### src/hdl/itrd_pkg.sv
// Package for the integer-to-radix-digits converter: field widths, default
// parameters, ASCII constants and the digit-to-character function.
// No dependencies.
package itrd_pkg;

  // Fixed widths of the channel fields
  localparam int VALUE_W = 32;
  localparam int BASE_W  = 7;
  localparam int CHAR_W  = 7;
  localparam int DIGIT_W = 6;

  // Defaults for the top-level parameters
  localparam int MAX_DIGITS_DEF = 33;
  localparam int VALUE_BITS_DEF = 32;

  // Quotient bits resolved per divider cycle
  localparam int DIV_BITS_PER_CYCLE = 8;

  // Base register: reset value, radix limits and degenerate-base substitute
  localparam logic [BASE_W-1:0] BASE_RESET = 7'd2;
  localparam logic [BASE_W-1:0] BASE_MAX   = 7'd36;
  localparam logic [BASE_W-1:0] BASE_MIN   = 7'h5C;  // -36 in two's complement
  localparam logic [BASE_W-1:0] BASE_DEGEN = 7'd2;

  // ASCII offsets: '0' for 0..9, 'A' - 10 for 10..35
  localparam logic [CHAR_W-1:0]  ASCII_ZERO   = 7'd48;
  localparam logic [CHAR_W-1:0]  ASCII_LETTER = 7'd55;
  localparam logic [DIGIT_W-1:0] DECIMAL_TOP  = 6'd10;

  // Map a digit value to its ASCII character
  function automatic logic [CHAR_W-1:0] ascii_of(input logic [DIGIT_W-1:0] d);
    logic [CHAR_W-1:0] ext;
    ext = {1'b0, d};
    if (d < DECIMAL_TOP) begin
      ascii_of = ASCII_ZERO + ext;
    end else begin
      ascii_of = ASCII_LETTER + ext;
    end
  endfunction

endpackage

### src/hdl/itrd_ram.sv
// Generic single-write, single-read RAM with registered read data.
// No dependencies.
module itrd_ram #(
  parameter int WIDTH = 6,
  parameter int DEPTH = 33
) (
  input  logic                     clk_i,
  input  logic                     we_i,
  input  logic [$clog2(DEPTH)-1:0] waddr_i,
  input  logic [WIDTH-1:0]         wdata_i,
  input  logic [$clog2(DEPTH)-1:0] raddr_i,
  output logic [WIDTH-1:0]         rdata_o
);

  logic [WIDTH-1:0] mem_q [DEPTH];
  logic [WIDTH-1:0] rdata_q;

  // Write port and registered read port
  always_ff @(posedge clk_i) begin
    if (we_i) begin
      mem_q[waddr_i] <= wdata_i;
    end
    rdata_q <= mem_q[raddr_i];
  end

  assign rdata_o = rdata_q;

endmodule

### src/hdl/integer_to_radix_digits.sv
// Flow: each request is divided down one digit at a time (D <= MAX_DIGITS),
// each digit from a run of the divider and a finish step; the digits are then
// emitted most significant first while the sink is ready. A new request is
// taken only after the last digit of the previous one has gone out; the
// shared 8-bit-per-cycle divider does the division.
// Reset: idle, base register 2; digit RAM not cleared. Uses itrd_pkg, itrd_ram.
module integer_to_radix_digits #(
  parameter int MAX_DIGITS = itrd_pkg::MAX_DIGITS_DEF,
  parameter int VALUE_BITS = itrd_pkg::VALUE_BITS_DEF
) (
  input  logic                         clk_i,
  input  logic                         rst_ni,
  // Configuration write channel
  input  logic                         cfg_valid_i,
  output logic                         cfg_ready_o,
  input  logic [itrd_pkg::BASE_W-1:0]  target_base_i,
  // Input request channel
  input  logic                         in_valid_i,
  output logic                         in_ready_o,
  input  logic [itrd_pkg::VALUE_W-1:0] value_i,
  // Digit output channel
  output logic                         out_valid_o,
  input  logic                         out_ready_i,
  output logic [itrd_pkg::CHAR_W-1:0]  digit_char_o,
  output logic [itrd_pkg::DIGIT_W-1:0] digit_value_o,
  output logic                         last_digit_o
);
  import itrd_pkg::*;

  localparam int AW        = $clog2(MAX_DIGITS);
  localparam int CW        = $clog2(MAX_DIGITS + 1);
  localparam int BPC       = DIV_BITS_PER_CYCLE;
  localparam int DIV_STEPS = (VALUE_BITS + BPC - 1) / BPC;
  localparam int PW        = DIV_STEPS * BPC;
  localparam int SW        = (DIV_STEPS > 1) ? $clog2(DIV_STEPS) : 1;
  localparam int IN_BITS   = (VALUE_BITS < VALUE_W) ? VALUE_BITS : VALUE_W;

  // Sequencer states
  localparam logic [2:0] S_IDLE = 3'd0;
  localparam logic [2:0] S_DIV  = 3'd1;
  localparam logic [2:0] S_FIN  = 3'd2;
  localparam logic [2:0] S_RD   = 3'd3;
  localparam logic [2:0] S_LD   = 3'd4;
  localparam logic [2:0] S_OUT  = 3'd5;

  logic [2:0]            state_q, state_d;
  logic [BASE_W-1:0]     base_q;
  logic [DIGIT_W-1:0]    bmag_q, bmag_d;
  logic                  bneg_q, bneg_d;
  logic                  qneg_q, qneg_d;
  logic                  comp_q, comp_d;
  logic [SW-1:0]         step_q, step_d;
  logic [CW-1:0]         count_q, count_d;
  logic [AW-1:0]         ptr_q, ptr_d;
  logic [AW-1:0]         nz_idx_q, nz_idx_d;
  logic                  nz_found_q, nz_found_d;
  logic [PW-1:0]         dq_q, dq_d;
  logic [DIGIT_W:0]      rem_q, rem_d;
  logic [CHAR_W-1:0]     char_q, char_d;
  logic [DIGIT_W-1:0]    dval_q, dval_d;
  logic                  last_q, last_d;

  logic [VALUE_BITS-1:0] raw;
  logic [VALUE_BITS-1:0] mag;
  logic                  in_neg;
  logic [DIGIT_W-1:0]    eff_mag;
  logic                  eff_neg;
  logic [PW-1:0]         div_dq;
  logic [DIGIT_W:0]      div_rem;
  logic [VALUE_BITS-1:0] quo;
  logic [VALUE_BITS-1:0] quo_next;
  logic [DIGIT_W-1:0]    rmd;
  logic [DIGIT_W-1:0]    digit;
  logic [CW-1:0]         count_inc;
  logic                  ram_we;
  logic [AW-1:0]         raddr;
  logic [DIGIT_W-1:0]    rdata;
  logic [DIGIT_W-1:0]    emit_d;

  assign cfg_ready_o   = 1'b1;
  assign in_ready_o    = (state_q == S_IDLE);
  assign out_valid_o   = (state_q == S_OUT);
  assign digit_char_o  = char_q;
  assign digit_value_o = dval_q;
  assign last_digit_o  = last_q;

  // Take the low bits of the request, zero-extend, split into sign and magnitude
  always_comb begin
    raw = '0;
    raw[IN_BITS-1:0] = value_i[IN_BITS-1:0];
    in_neg = raw[VALUE_BITS-1];
    mag = in_neg ? (~raw + 1'b1) : raw;
  end

  // Clamp the base register and map degenerate bases to 2
  always_comb begin
    logic [BASE_W-1:0] b;
    b = base_q;
    if ($signed(base_q) > $signed(BASE_MAX)) begin
      b = BASE_MAX;
    end else if ($signed(base_q) < $signed(BASE_MIN)) begin
      b = BASE_MIN;
    end else if ($signed(base_q) >= -7'sd1 && $signed(base_q) <= 7'sd1) begin
      b = BASE_DEGEN;
    end
    eff_neg = b[BASE_W-1];
    eff_mag = eff_neg ? DIGIT_W'(~b + 1'b1) : b[DIGIT_W-1:0];
  end

  // Shared divider: resolve BPC quotient bits per cycle by compare-subtract
  always_comb begin
    div_dq  = dq_q;
    div_rem = rem_q;
    for (int i = 0; i < BPC; i++) begin
      div_rem = {div_rem[DIGIT_W-1:0], div_dq[PW-1]};
      div_dq  = {div_dq[PW-2:0], 1'b0};
      if (div_rem >= {1'b0, bmag_q}) begin
        div_rem   = div_rem - {1'b0, bmag_q};
        div_dq[0] = 1'b1;
      end
    end
  end

  // Finish one digit: apply the negabase correction to remainder and quotient
  always_comb begin
    quo      = dq_q[VALUE_BITS-1:0];
    rmd      = rem_q[DIGIT_W-1:0];
    quo_next = quo;
    digit    = rmd;
    qneg_d   = qneg_q;
    if (bneg_q && qneg_q) begin
      qneg_d = 1'b0;
      if (rmd != '0) begin
        digit    = bmag_q - rmd;
        quo_next = quo + 1'b1;
      end
    end else if (bneg_q) begin
      qneg_d = 1'b1;
    end
    count_inc = count_q + 1'b1;
  end

  // Complement digits on the way out when a negative value meets a positive base
  always_comb begin
    emit_d = rdata;
    if (comp_q) begin
      if (!nz_found_q || ptr_q < nz_idx_q) begin
        emit_d = '0;
      end else if (ptr_q == nz_idx_q) begin
        emit_d = bmag_q - rdata;
      end else begin
        emit_d = bmag_q - 1'b1 - rdata;
      end
    end
  end

  // Sequencer
  always_comb begin
    state_d    = state_q;
    bmag_d     = bmag_q;
    bneg_d     = bneg_q;
    comp_d     = comp_q;
    step_d     = step_q;
    count_d    = count_q;
    ptr_d      = ptr_q;
    nz_idx_d   = nz_idx_q;
    nz_found_d = nz_found_q;
    dq_d       = dq_q;
    rem_d      = rem_q;
    char_d     = char_q;
    dval_d     = dval_q;
    last_d     = last_q;
    ram_we     = 1'b0;
    raddr      = ptr_q;
    case (state_q)
      S_IDLE: begin
        if (in_valid_i) begin
          bmag_d     = eff_mag;
          bneg_d     = eff_neg;
          comp_d     = in_neg && !eff_neg;
          dq_d       = '0;
          dq_d[VALUE_BITS-1:0] = mag;
          rem_d      = '0;
          step_d     = '0;
          count_d    = '0;
          nz_found_d = 1'b0;
          state_d    = S_DIV;
        end
      end
      S_DIV: begin
        dq_d  = div_dq;
        rem_d = div_rem;
        if (step_q == SW'(DIV_STEPS - 1)) begin
          state_d = S_FIN;
        end else begin
          step_d = step_q + 1'b1;
        end
      end
      S_FIN: begin
        ram_we  = 1'b1;
        count_d = count_inc;
        if (!nz_found_q && digit != '0) begin
          nz_found_d = 1'b1;
          nz_idx_d   = count_q[AW-1:0];
        end
        if (quo_next != '0 && count_inc < CW'(MAX_DIGITS)) begin
          dq_d   = '0;
          dq_d[VALUE_BITS-1:0] = quo_next;
          rem_d  = '0;
          step_d = '0;
          state_d = S_DIV;
        end else begin
          ptr_d   = count_q[AW-1:0];
          state_d = S_RD;
        end
      end
      S_RD: begin
        state_d = S_LD;
      end
      S_LD: begin
        char_d  = ascii_of(emit_d);
        dval_d  = emit_d;
        last_d  = (ptr_q == '0);
        state_d = S_OUT;
      end
      S_OUT: begin
        if (out_ready_i) begin
          if (ptr_q == '0) begin
            state_d = S_IDLE;
          end else begin
            ptr_d   = ptr_q - 1'b1;
            raddr   = ptr_q - 1'b1;
            state_d = S_LD;
          end
        end
      end
      default: begin
        state_d = S_IDLE;
      end
    endcase
  end

  // Control registers
  always_ff @(posedge clk_i or negedge rst_ni) begin
    if (!rst_ni) begin
      state_q    <= S_IDLE;
      base_q     <= BASE_RESET;
      count_q    <= '0;
      step_q     <= '0;
      ptr_q      <= '0;
      nz_found_q <= 1'b0;
      nz_idx_q   <= '0;
      comp_q     <= 1'b0;
      qneg_q     <= 1'b0;
      bneg_q     <= 1'b0;
      bmag_q     <= BASE_DEGEN[DIGIT_W-1:0];
    end else begin
      state_q    <= state_d;
      count_q    <= count_d;
      step_q     <= step_d;
      ptr_q      <= ptr_d;
      nz_found_q <= nz_found_d;
      nz_idx_q   <= nz_idx_d;
      comp_q     <= comp_d;
      bneg_q     <= bneg_d;
      bmag_q     <= bmag_d;
      if (state_q == S_IDLE && in_valid_i) begin
        qneg_q <= eff_neg && in_neg;
      end else if (state_q == S_FIN) begin
        qneg_q <= qneg_d;
      end
      if (cfg_valid_i) begin
        base_q <= target_base_i;
      end
    end
  end

  // Datapath registers
  always_ff @(posedge clk_i) begin
    dq_q   <= dq_d;
    rem_q  <= rem_d;
    char_q <= char_d;
    dval_q <= dval_d;
    last_q <= last_d;
  end

  // Digit store, least significant digit at address 0
  itrd_ram #(
    .WIDTH(DIGIT_W),
    .DEPTH(MAX_DIGITS)
  ) u_store (
    .clk_i  (clk_i),
    .we_i   (ram_we),
    .waddr_i(count_q[AW-1:0]),
    .wdata_i(digit),
    .raddr_i(raddr),
    .rdata_o(rdata)
  );

endmodule

### config.mk
export PLATFORM = sky130hd
export DESIGN_NAME = integer_to_radix_digits
export DESIGN_NICKNAME = d
export VERILOG_FILES = /design/src/hdl/itrd_pkg.sv /design/src/hdl/itrd_ram.sv /design/src/hdl/integer_to_radix_digits.sv
export SDC_FILE = /design/constraint.sdc
export NUM_CORES = 1
export LEC_CHECK = 0
export BUFFER_PORTS_ARGS = -buffer_cell sky130_fd_sc_hd__buf_4
export CORE_UTILIZATION = 59
export CTS_BUF_LIST = sky130_fd_sc_hd__clkbuf_4
export DETAILED_ROUTE_END_ITERATION = 6
export HOLD_SLACK_MARGIN = 0.02
export MAX_ROUTING_LAYER = met4
export PLACE_DENSITY = 0.79
export SYNTH_ARGS = -nofsm -noshare
export SYNTH_HDL_FRONTEND = slang
export SYNTH_SLANG_ARGS = --single-unit
export TNS_END_PERCENT = 30
### constraint.sdc
create_clock -name clk_i -period 15.1 [get_ports clk_i]
set_clock_uncertainty 0.05 [all_clocks]
set_input_delay 3.775 -clock clk_i [delete_from_list [all_inputs] [get_ports clk_i]]
set_output_delay 3.775 -clock clk_i [all_outputs]
set_load 0.05 [all_outputs]
======== After elaboration in Yosys (flattened, before gate mapping) ========
Memory sizes are Yosys's and may differ from the RTL's. A register that Yosys moved wholly into a read port is not among the register bits.
Cells that the tools add are included.
W data, S select, Z words.
word-level totals
  word-level logic and storage cells ...... 159
  input bits .............................. 44
  register bits ........................... 92
  memories kept ........................... 1
  memory bits (writable) .................. 198
memory list
  memory         depth  bits a word  read ports  clocked after memory_dff  write ports  RTL line        RTL
  u_store.mem_q  33     6            1           1                         1            itrd_ram.sv:15  logic [WIDTH-1:0] mem_q [DEPTH];
operators by class
  multiplexer cells ....................... 62
  reductions and logical operators ........ 29
  $lt $le $gt $ge ......................... 15
  bitwise logic cells ..................... 2
  equal/unequal tests ..................... 14
  add/subtract/negate cells ............... 20
operators by type and width
  cell                     number
  $mux W32                 5
  $mux W6                  21
  $pmux W32 S3             1
  $sub A6 B6 Y6            11
  $add A32 B1 Y32 const B  2
  $ge A7 B6 Y1             8
  $not A32 Y32             1
  $reduce_bool A32 Y1      1
  $mux W7                  4
  $pmux W6 S2              2
  $pmux W3 S6              1
  $pmux W6 S3              1
  $mux W1                  17
  $add A6 B6 Y7 const A    2
  $add A6 B1 Y6 const B    2
  $mux W3                  4
  $ne A2 B2 Y1 const B     6
  $reduce_bool A6 Y1       2
  $sub A6 B1 Y6 const B    2
  $reduce_and A2 Y1        5
  $reduce_and A3 Y1        3
  $mux W2                  4
  $ge A7 B1 Y1 const B     1
  $gt A7 B7 Y1 const B     1
  other kinds (23)         35

======== Longest topological paths before layout ========
Gate-level depths: netlist (run 1).
  depth in word-level cells ............... 17
  mapped depth ............................ 78
  mapped depth without buffers ............ 74

======== Cells and area by module ========
Synthesis (run 1) repeated with hierarchy kept, for this count alone.
unflattened totals
  cells, all modules ...................... 1,559
  area, all modules ....................... 17,723.2 um2
modules (own cells, without submodules)
  module                   instances  area an instance (um2)  cells an instance
  integer_to_radix_digits  1          9,565.4                 1,102
  itrd_ram                 1          8,157.8                 457

======== Worst setup path after synthesis (run 1) ========
OpenSTA, ideal clock, no wires.
  path type ............................... register -> register
  start point ............................. register bmag_q[1]
  end point ............................... register dq_q[0], data pin
  clock period less this slack ............ 16.618 ns
  buffers on the path ..................... 4
  slack ................................... -1.518 ns
  data arrival time ....................... 16.288 ns
  cell stages (with the launch flop) ...... 78
  setup time .............................. 0.280 ns
  path through ............................ dfstp_2 inv_1 ha_1 nor2_1 a21boi_0 o21ai_2 mux2i_1 inv_1 ha_1 a21o_1 a21oi_1 o21ai_0 a221o_1 nor2_1 mux2_2 ha_1 o21ai_0 a21oi_1 [... 42 more ...] ha_1 nor2b_1 o21ai_0 nand2b_1 a21o_1 a21o_1 a211oi_1 o311ai_4 mux2i_1 ha_1 a21o_1 a21o_1 a21o_1 a21o_1 a211o_1 a31o_2 nor3_2 o221ai_1
on the way
  cells in the longest elaborated chain, start to end .. 17
RTL lines
  what                                                  RTL line                                                        RTL
  start, declared                                       integer_to_radix_digits.sv:48                                   logic [DIGIT_W-1:0] bmag_q, bmag_d;
  start signal, assigned                                integer_to_radix_digits.sv:256                                  bmag_q <= BASE_DEGEN[DIGIT_W-1:0];
  start signal, assigned                                integer_to_radix_digits.sv:266                                  bmag_q <= bmag_d;
  $sub A6 B6 Y6 / $ge A7 B6 Y1 (equally long branches)  integer_to_radix_digits.sv:118, integer_to_radix_digits.sv:117
  $mux W6                                               integer_to_radix_digits.sv:117                                  if (div_rem >= {1'b0, bmag_q}) begin
  $sub A6 B6 Y6 / $ge A7 B6 Y1 (equally long branches)  integer_to_radix_digits.sv:118, integer_to_radix_digits.sv:117
  $mux W6                                               integer_to_radix_digits.sv:117
  $sub A6 B6 Y6 / $ge A7 B6 Y1 (equally long branches)  integer_to_radix_digits.sv:118, integer_to_radix_digits.sv:117
  $mux W6                                               integer_to_radix_digits.sv:117
  $sub A6 B6 Y6 / $ge A7 B6 Y1 (equally long branches)  integer_to_radix_digits.sv:118, integer_to_radix_digits.sv:117
  $mux W6                                               integer_to_radix_digits.sv:117
  [... 2 more ...]                                      n/a
  $ge A7 B6 Y1 / $sub A6 B6 Y6 (equally long branches)  integer_to_radix_digits.sv:117, integer_to_radix_digits.sv:118
  $mux W6                                               integer_to_radix_digits.sv:117
  $sub A6 B6 Y6 / $ge A7 B6 Y1 (equally long branches)  integer_to_radix_digits.sv:118, integer_to_radix_digits.sv:117
  $mux W6                                               integer_to_radix_digits.sv:117
  $ge A7 B6 Y1 *                                        integer_to_radix_digits.sv:117
  $mux W1 *                                             integer_to_radix_digits.sv:117
  $pmux W32 S3 *                                        integer_to_radix_digits.sv:175                                  case (state_q)
  named net dq_d[0]                                     integer_to_radix_digits.sv:57                                   logic [PW-1:0] dq_q, dq_d;
  end signal, assigned                                  integer_to_radix_digits.sv:280                                  dq_q <= dq_d;
  end, declared                                         integer_to_radix_digits.sv:57
Mark *: on every way through the listed nets, which the timed path passes. The rest lies on a longest branch.
A chain may end at the register's enable or synchronous reset.

======== Worst setup path in the final report (run 1) ========
  start point ............................. register rem_q[3]
  end point ............................... register dq_q[0], data pin
on the way
  cells in the longest elaborated chain, start to end .. 17
RTL lines
  what                                                  RTL line                                                        RTL
  start, declared                                       integer_to_radix_digits.sv:58                                   logic [DIGIT_W:0] rem_q, rem_d;
  start signal, assigned                                integer_to_radix_digits.sv:281                                  rem_q <= rem_d;
  $sub A6 B6 Y6 / $ge A7 B6 Y1 (equally long branches)  integer_to_radix_digits.sv:118, integer_to_radix_digits.sv:117
  $mux W6                                               integer_to_radix_digits.sv:117
  $sub A6 B6 Y6 / $ge A7 B6 Y1 (equally long branches)  integer_to_radix_digits.sv:118, integer_to_radix_digits.sv:117
  $mux W6                                               integer_to_radix_digits.sv:117
  $ge A7 B6 Y1 / $sub A6 B6 Y6 (equally long branches)  integer_to_radix_digits.sv:117, integer_to_radix_digits.sv:118
  $mux W6                                               integer_to_radix_digits.sv:117
  $sub A6 B6 Y6 / $ge A7 B6 Y1 (equally long branches)  integer_to_radix_digits.sv:118, integer_to_radix_digits.sv:117
  $mux W6                                               integer_to_radix_digits.sv:117
  [... 2 more ...]                                      n/a
  $sub A6 B6 Y6 / $ge A7 B6 Y1 (equally long branches)  integer_to_radix_digits.sv:118, integer_to_radix_digits.sv:117
  $mux W6                                               integer_to_radix_digits.sv:117
  $sub A6 B6 Y6 / $ge A7 B6 Y1 (equally long branches)  integer_to_radix_digits.sv:118, integer_to_radix_digits.sv:117
  $mux W6                                               integer_to_radix_digits.sv:117
  $ge A7 B6 Y1                                          integer_to_radix_digits.sv:117
  $mux W1                                               integer_to_radix_digits.sv:117
  $pmux W32 S3 *                                        integer_to_radix_digits.sv:175
  named net dq_d[0]                                     integer_to_radix_digits.sv:57
Mark *: on every way through the listed nets, which the timed path passes. The rest lies on a longest branch. The select of a mux whose other input is x is not followed.

==> results.yml, run 1 <==
synthesis:
  synth_top_area_cell: "edfxtp_1"
  syn_area_um2: 17500
  ys_top_cells_by_area: "edfxtp_1 (43%), mux4_2 (6.2%), dfrtp_1 (5.4%)"
  synth_top_area_share_pct: 42.9
  avgSynthCellArea_um2: 11.3
  synth_edf_count: 250
  syn_nets: 1675
  yosysSeqAreaShare_pct: 49.3
  synthDistinctLibCells: 83
  netlist_instances: 1545
  synthArstFlopShare_pct: 13.5
  dominantRegCellSynth: "edfxtp_1"
  ys_seq_elements: 296
  synth_warnings: 0
global_routing:
  overflow: 0
  globalRouteTotalUtil_pct: 30.5
  grt_antenna_before_repair: 1
  grt_pass1_vias: 13000
  grt_pass1_wl_um: 69800
  grt_max_degree: 49
timing:
  slew_headroom_pct: 16.1
  setup_viol: 0
  max_freq_ghz: 0.0687
  drv_slew: 0
  fin_crit_ps: 14570
  fin_tns_setup_ps: 0
  worst_pin_slew_ps: 1260
  finalCritPeriodShare_pct: 96.5
  setup_ws_ps: 535
  hold_viol: 0
critical_path:
  endpoint_kind: "flip-flop"
  path_depth: 70
  critical_path_buf_inv_count: 5
  crit_end: "dq_q[0]"
  startpoint_type: "flip-flop"
  crit_start: "rem_q[3]"
  critPathMaxStageDelay_ps: 580
  cp_slowest_cell: "or4b_4"
  r2r_start: "rem_q[3]"
  path_common_cell: "a21o_1"
  critical_path_required_ps: 15460
  worst-path-max-fanout: 5
  crit_type: "flip-flop to flip-flop"
  crit_family: "compound AO/OA/AOI/OAI gates"
  reg2reg_depth: 70
  rrSetupSlack_ps: 530
  cp.arrival_ps: 14920
  timing.rr.end: "dq_q[0]"
place:
  dp_slack_ps: -342
  io_buffers: 59
  gp_congestion: 0.942
  dp_hpwl_um: 30900
routing:
  final_antenna_net_count: 0
  dr.pass1.iters: 6
  drtIter0Drc: 1307
  routedWlPerCell_um: 20.8
  drt-vias-per-instance: 6.29
  drc: 0
  drt_wl_total_um: 44500
  vias: 13400
cts:
  cts_tree: "built"
  cts_max_level: 3
  worstSkewPairLatency_ps: 740
  cts_made_buffers: 76
  cts_sinks: 296
  clockRootBuffer: "clkbuf_4"
  clock_path_buffers: 3
  ctsHoldBuffers: 0
  path_clk_slew_ps: 80
run_status:
  status: "complete, no violations"
die:
  die_h_um: 174
  die_width_um: 174
  rows: 62
  die_area_um2: 30400
  ioPinCount: 61
  start_util_pct: 60.5
  core_um2: 28900
hold_path:
  whs_path_depth: 1
  min_path_type: "flip-flop to flip-flop"
cells_and_area:
  layout.nets: 1823
  final_cell_mix: "edfxtp_1 (250), buf_4 (138), nand2_1 (120), nor2_1 (117), clkbuf_4 (115)"
  area_delta_synth_final_pct: 15.8
  final_common_cell: "edfxtp_1"
  drive_above_1_share_pct: 24.0
run:
  cap_violations: 0
==> worst register-to-register path, delay by kind of cell, from the launching register on <==
family | cells | cell delay [ps]
flops | 1 | 460
mux | 4 | 1200
fa+ha+maj | 8 | 1990
simple gates | 18 | 3700
buf+inv | 5 | 450
compound gates | 35 | 6420
==> layer usage <==
layer / global-route usage [%] / wire length (µm) / part of all wire (%) / vias up
met3: 5.34 / 3350 / 7.5 / 108
li1: - / - / - / 6174
met5: - / 0 / 0 / -
met1: 41.4 / 19100 / 43 / 6542
met4: 11.2 / 1180 / 2.7 / 0
met2: 46.1 / 20900 / 47 / 613
==> cells in the mapped netlist (5+ instances only) <==
library cell / instances
a21oi_1: 78
nor3_1: 30
a21o_1: 32
nand4_1: 14
xor2_1: 52
a221oi_1: 5
nand2_1: 121
nor2_1: 122
nand3b_1: 6
mux4_2: 48
o21ai_0: 94
or3_1: 6
and3_1: 7
a211oi_1: 27
or4_1: 11
mux2_2: 21
o31ai_1: 21
o211ai_1: 5
inv_1: 82
xnor2_1: 61
dfxtp_1: 6
a22o_1: 5
mux2i_1: 30
a31oi_1: 15
edfxtp_1: 250
dfrtp_1: 38
buf_1: 6
o22ai_1: 13
o21a_1: 8
a221o_1: 6
fa_1: 11
o221ai_1: 14
nor3b_1: 5
nand3_1: 29
nand2b_1: 12
clkbuf_1: 61
nor4_1: 14
ha_1: 75
a22oi_1: 10
nor2b_1: 24
==> registers in the layout, indices dropped and copies added (netlist names), 2 cells and up <==
name             cells
base_q               7
bmag_q               6
count_q              6
digit_char_o         7
digit_value_o        6
dq_q                32
nz_idx_q             6
ptr_q                6
rem_q                6
state_q              3
step_q               2
u_store.mem_q      198
u_store.rdata_o      6
==> logic make-up after synthesis <==
family,Yosys count,synth area share [%]
AND/OR/NAND/NOR,428,12.1
XOR/XNOR,113,5.65
AO/OA/AOI/OAI,369,13.7
other,1,0.0214
buffers and inverters,153,3.39
flip-flops,296,49.3
adder cells (fa/ha/maj),86,6.62
multiplexers,99,9.24
==> worst min path at each step <==
| stage | end | start |
|---|---|---|
| 2_1_floorplan | u_store.rdata_o[0] | u_store.mem_q[32][0] |
| 3_3_place_gp | nz_found_q | nz_found_q |
| 3_5_place_dp | nz_found_q | nz_found_q |
| 4_1_cts | nz_found_q | nz_found_q |
| 5_1_grt | nz_found_q | nz_found_q |
| 6_report | nz_found_q | nz_found_q |
==> cell type report <==
class / instances / area, µm²
Clock buffer: 115 / 863
Inverter: 82 / 312
Multi-Input combinational cell: 1096 / 8770
Sequential cell: 296 / 8630
Clock inverter: 21 / 123
Fill cell: 2058 / 8660
Timing Repair Buffer: 141 / 1090
Tap cell: 384 / 480
Antenna cell: 1 / 2.50
==> through the flow <==
stage / area (µm²) / utilization (%) / hold slack [ps] / std cells
5_1_grt: 20300 / 70.1 / 489 / 2136
6_report: 20300 / 70.1 / 470 / 2136
4_1_cts: 19900 / 68.7 / 470 / 2119
3_5_place_dp: 18800 / 64.9 / 448 / 1973
3_3_place_gp: 18800 / 64.9 / 438 / 1973
2_1_floorplan: 17700 / - / 411 / 1545
==> repair_timing <==
action | in CTS | in global routing
gates resized for setup | 6 | 55
endpoints found under the setup margin | 7 | 7
buffers inserted | 10 | 16
pin swaps | 6 | 44
Power of run 1 is not shown: default switching activity piles up to over one toggle a cycle in this logic, so the estimate is an artifact.
==> run 2: changes to the inputs <==
- RECOVER_POWER: not set -> 50
==> run 2 against run 1 <==
Net effect:
- the flow now finishes with violations (capacitance limit, slew limit)
- core utilization is 0.095 points lower
- routed wire length hardly changed
- final area is 0.14% lower
- setup slack better by 8.6 ps
- sequential cell count stayed put
- clock-buffer cell count stayed put
- non-clock buffer count stayed put
- sequential share of layout area is 0.058 points higher
- critical path depth stayed put
- largest cell class unchanged
==> results.yml, run 2 (synthesized netlist as in run 1, its figures left out) <==
run_status:
  status: "finished, violations left"
  violations: "capacitance limit, slew limit"
hold_path:
  min_path_type: "flip-flop to flip-flop"
routing:
  routedWlPerCell_um: 20.8
  final_antenna_net_count: 0
  vias: 13400
  drtIter0Drc: 1264
  drt-vias-per-instance: 6.27
  drt_wl_total_um: 44500
  drc: 0
  dr.pass1.iters: 5
run:
  cap_violations: 1
die:
  die_area_um2: 30400
  ioPinCount: 61
  die_width_um: 174
  start_util_pct: 60.5
  core_um2: 28900
  die_h_um: 174
  rows: 62
timing:
  setup_viol: 0
  finalCritPeriodShare_pct: 96.4
  worst_pin_slew_ps: 1580
  max_freq_ghz: 0.0687
  setup_ws_ps: 543
  slew_headroom_pct: -5.14
  drv_slew: 35
  hold_viol: 0
  fin_crit_ps: 14560
place:
  dp_hpwl_um: 30900
  gp_congestion: 0.942
  dp_slack_ps: -342
  io_buffers: 59
cells_and_area:
  layout.nets: 1823
  final_common_cell: "edfxtp_1"
  largest_register: "u_store.mem_q"
  drive_above_1_share_pct: 23.6
  final_cell_mix: "edfxtp_1 (250), buf_4 (133), nand2_1 (120), nor2_1 (117), clkbuf_4 (115)"
  largestRegisters: "u_store.mem_q (198), dq_q (32)"
  largest_register_ffs: 198
  area_delta_synth_final_pct: 15.6
cts:
  clock_path_buffers: 3
  cts_sinks: 296
  clockRootBuffer: "clkbuf_4"
  cts_max_level: 3
  path_clk_slew_ps: 70
  cts_tree: "built"
  worstSkewPairLatency_ps: 740
  ctsHoldBuffers: 0
  cts_made_buffers: 76
critical_path:
  startpoint_type: "flip-flop"
  crit_type: "flip-flop to flip-flop"
  path_common_cell: "a21o_1"
  cp.arrival_ps: 14920
  cp_slowest_cell: "or4b_4"
  endpoint_kind: "flip-flop"
  critPathMaxStageDelay_ps: 580
  critical_path_required_ps: 15460
  worst-path-max-fanout: 5
global_routing:
  overflow: 0
  globalRouteTotalUtil_pct: 30.5
  grt_pass1_vias: 13000
  grt_pass1_wl_um: 69800
  grt_antenna_before_repair: 1
  grt_max_degree: 49
## run 2: what timing repair did
action,in CTS,in global routing
setup buffers,10,16
endpoints found under the setup margin,7,7
resized for setup,6,55
cloned,0,0
pin swaps,6,44
## run 2: per-layer routing
| metal | share of wire [%] | vias to the layer above | wire (µm) | global-route usage [%] |
|---|---|---|---|---|
| met3 | 7.7 | 107 | 3420 | 5.34 |
| li1 | - | 6183 | - | - |
| met4 | 2.7 | 0 | 1200 | 11.2 |
| met5 | 0 | - | 0 | - |
| met2 | 47 | 602 | 20900 | 46.1 |
| met1 | 43 | 6503 | 19000 | 41.4 |
## run 2: worst max-delay path: cells and delay by family (launching register included)
family / cells / cell delay (ps)
compound gates: 35 / 6410
fa+ha+maj: 8 / 2000
buf+inv: 5 / 450
flops: 1 / 460
mux: 4 / 1190
simple gates: 18 / 3710
## run 2: metrics by stage
step                      setup TNS, ps  utilization [%]  area (µm²)  std cells  hold slack (ps)
after floorplan                       0                -       17700       1545              411
after global placement                0             64.9       18800       1973              438
after detailed placement          -1810             64.9       18800       1973              448
after CTS                             0             68.7       19900       2119              470
after global routing               -191             70.0       20200       2136              489
final                                 0             70.0       20200       2136              469
## run 2: cell type report
| class | instances | area [µm²] |
|---|---|---|
| clock buffers | 115 | 863 |
| multi-input cells | 1096 | 8760 |
| fillers | 2066 | 8690 |
| inverters | 82 | 312 |
| diodes | 1 | 2.50 |
| repair buffers | 141 | 1070 |
| well taps | 384 | 480 |
| flip-flops and latches | 296 | 8630 |
| clock inverters | 21 | 123 |
## run 2: path summary, 6_finish.rpt
path	start	endpoint	slack [ps]	cells after the start
min in group asynchronous	rst_ni	ptr_q[1]	3010	1
max in group asynchronous	rst_ni	base_q[1]	11610	1
worst min-delay path	nz_found_q	nz_found_q	470	1
worst min register to register	nz_found_q	nz_found_q	470	1
worst max register to register	rem_q[3]	dq_q[0]	540	70
worst max-delay path	rem_q[3]	dq_q[0]	540	70
Power of run 2 is left out for the same reason.
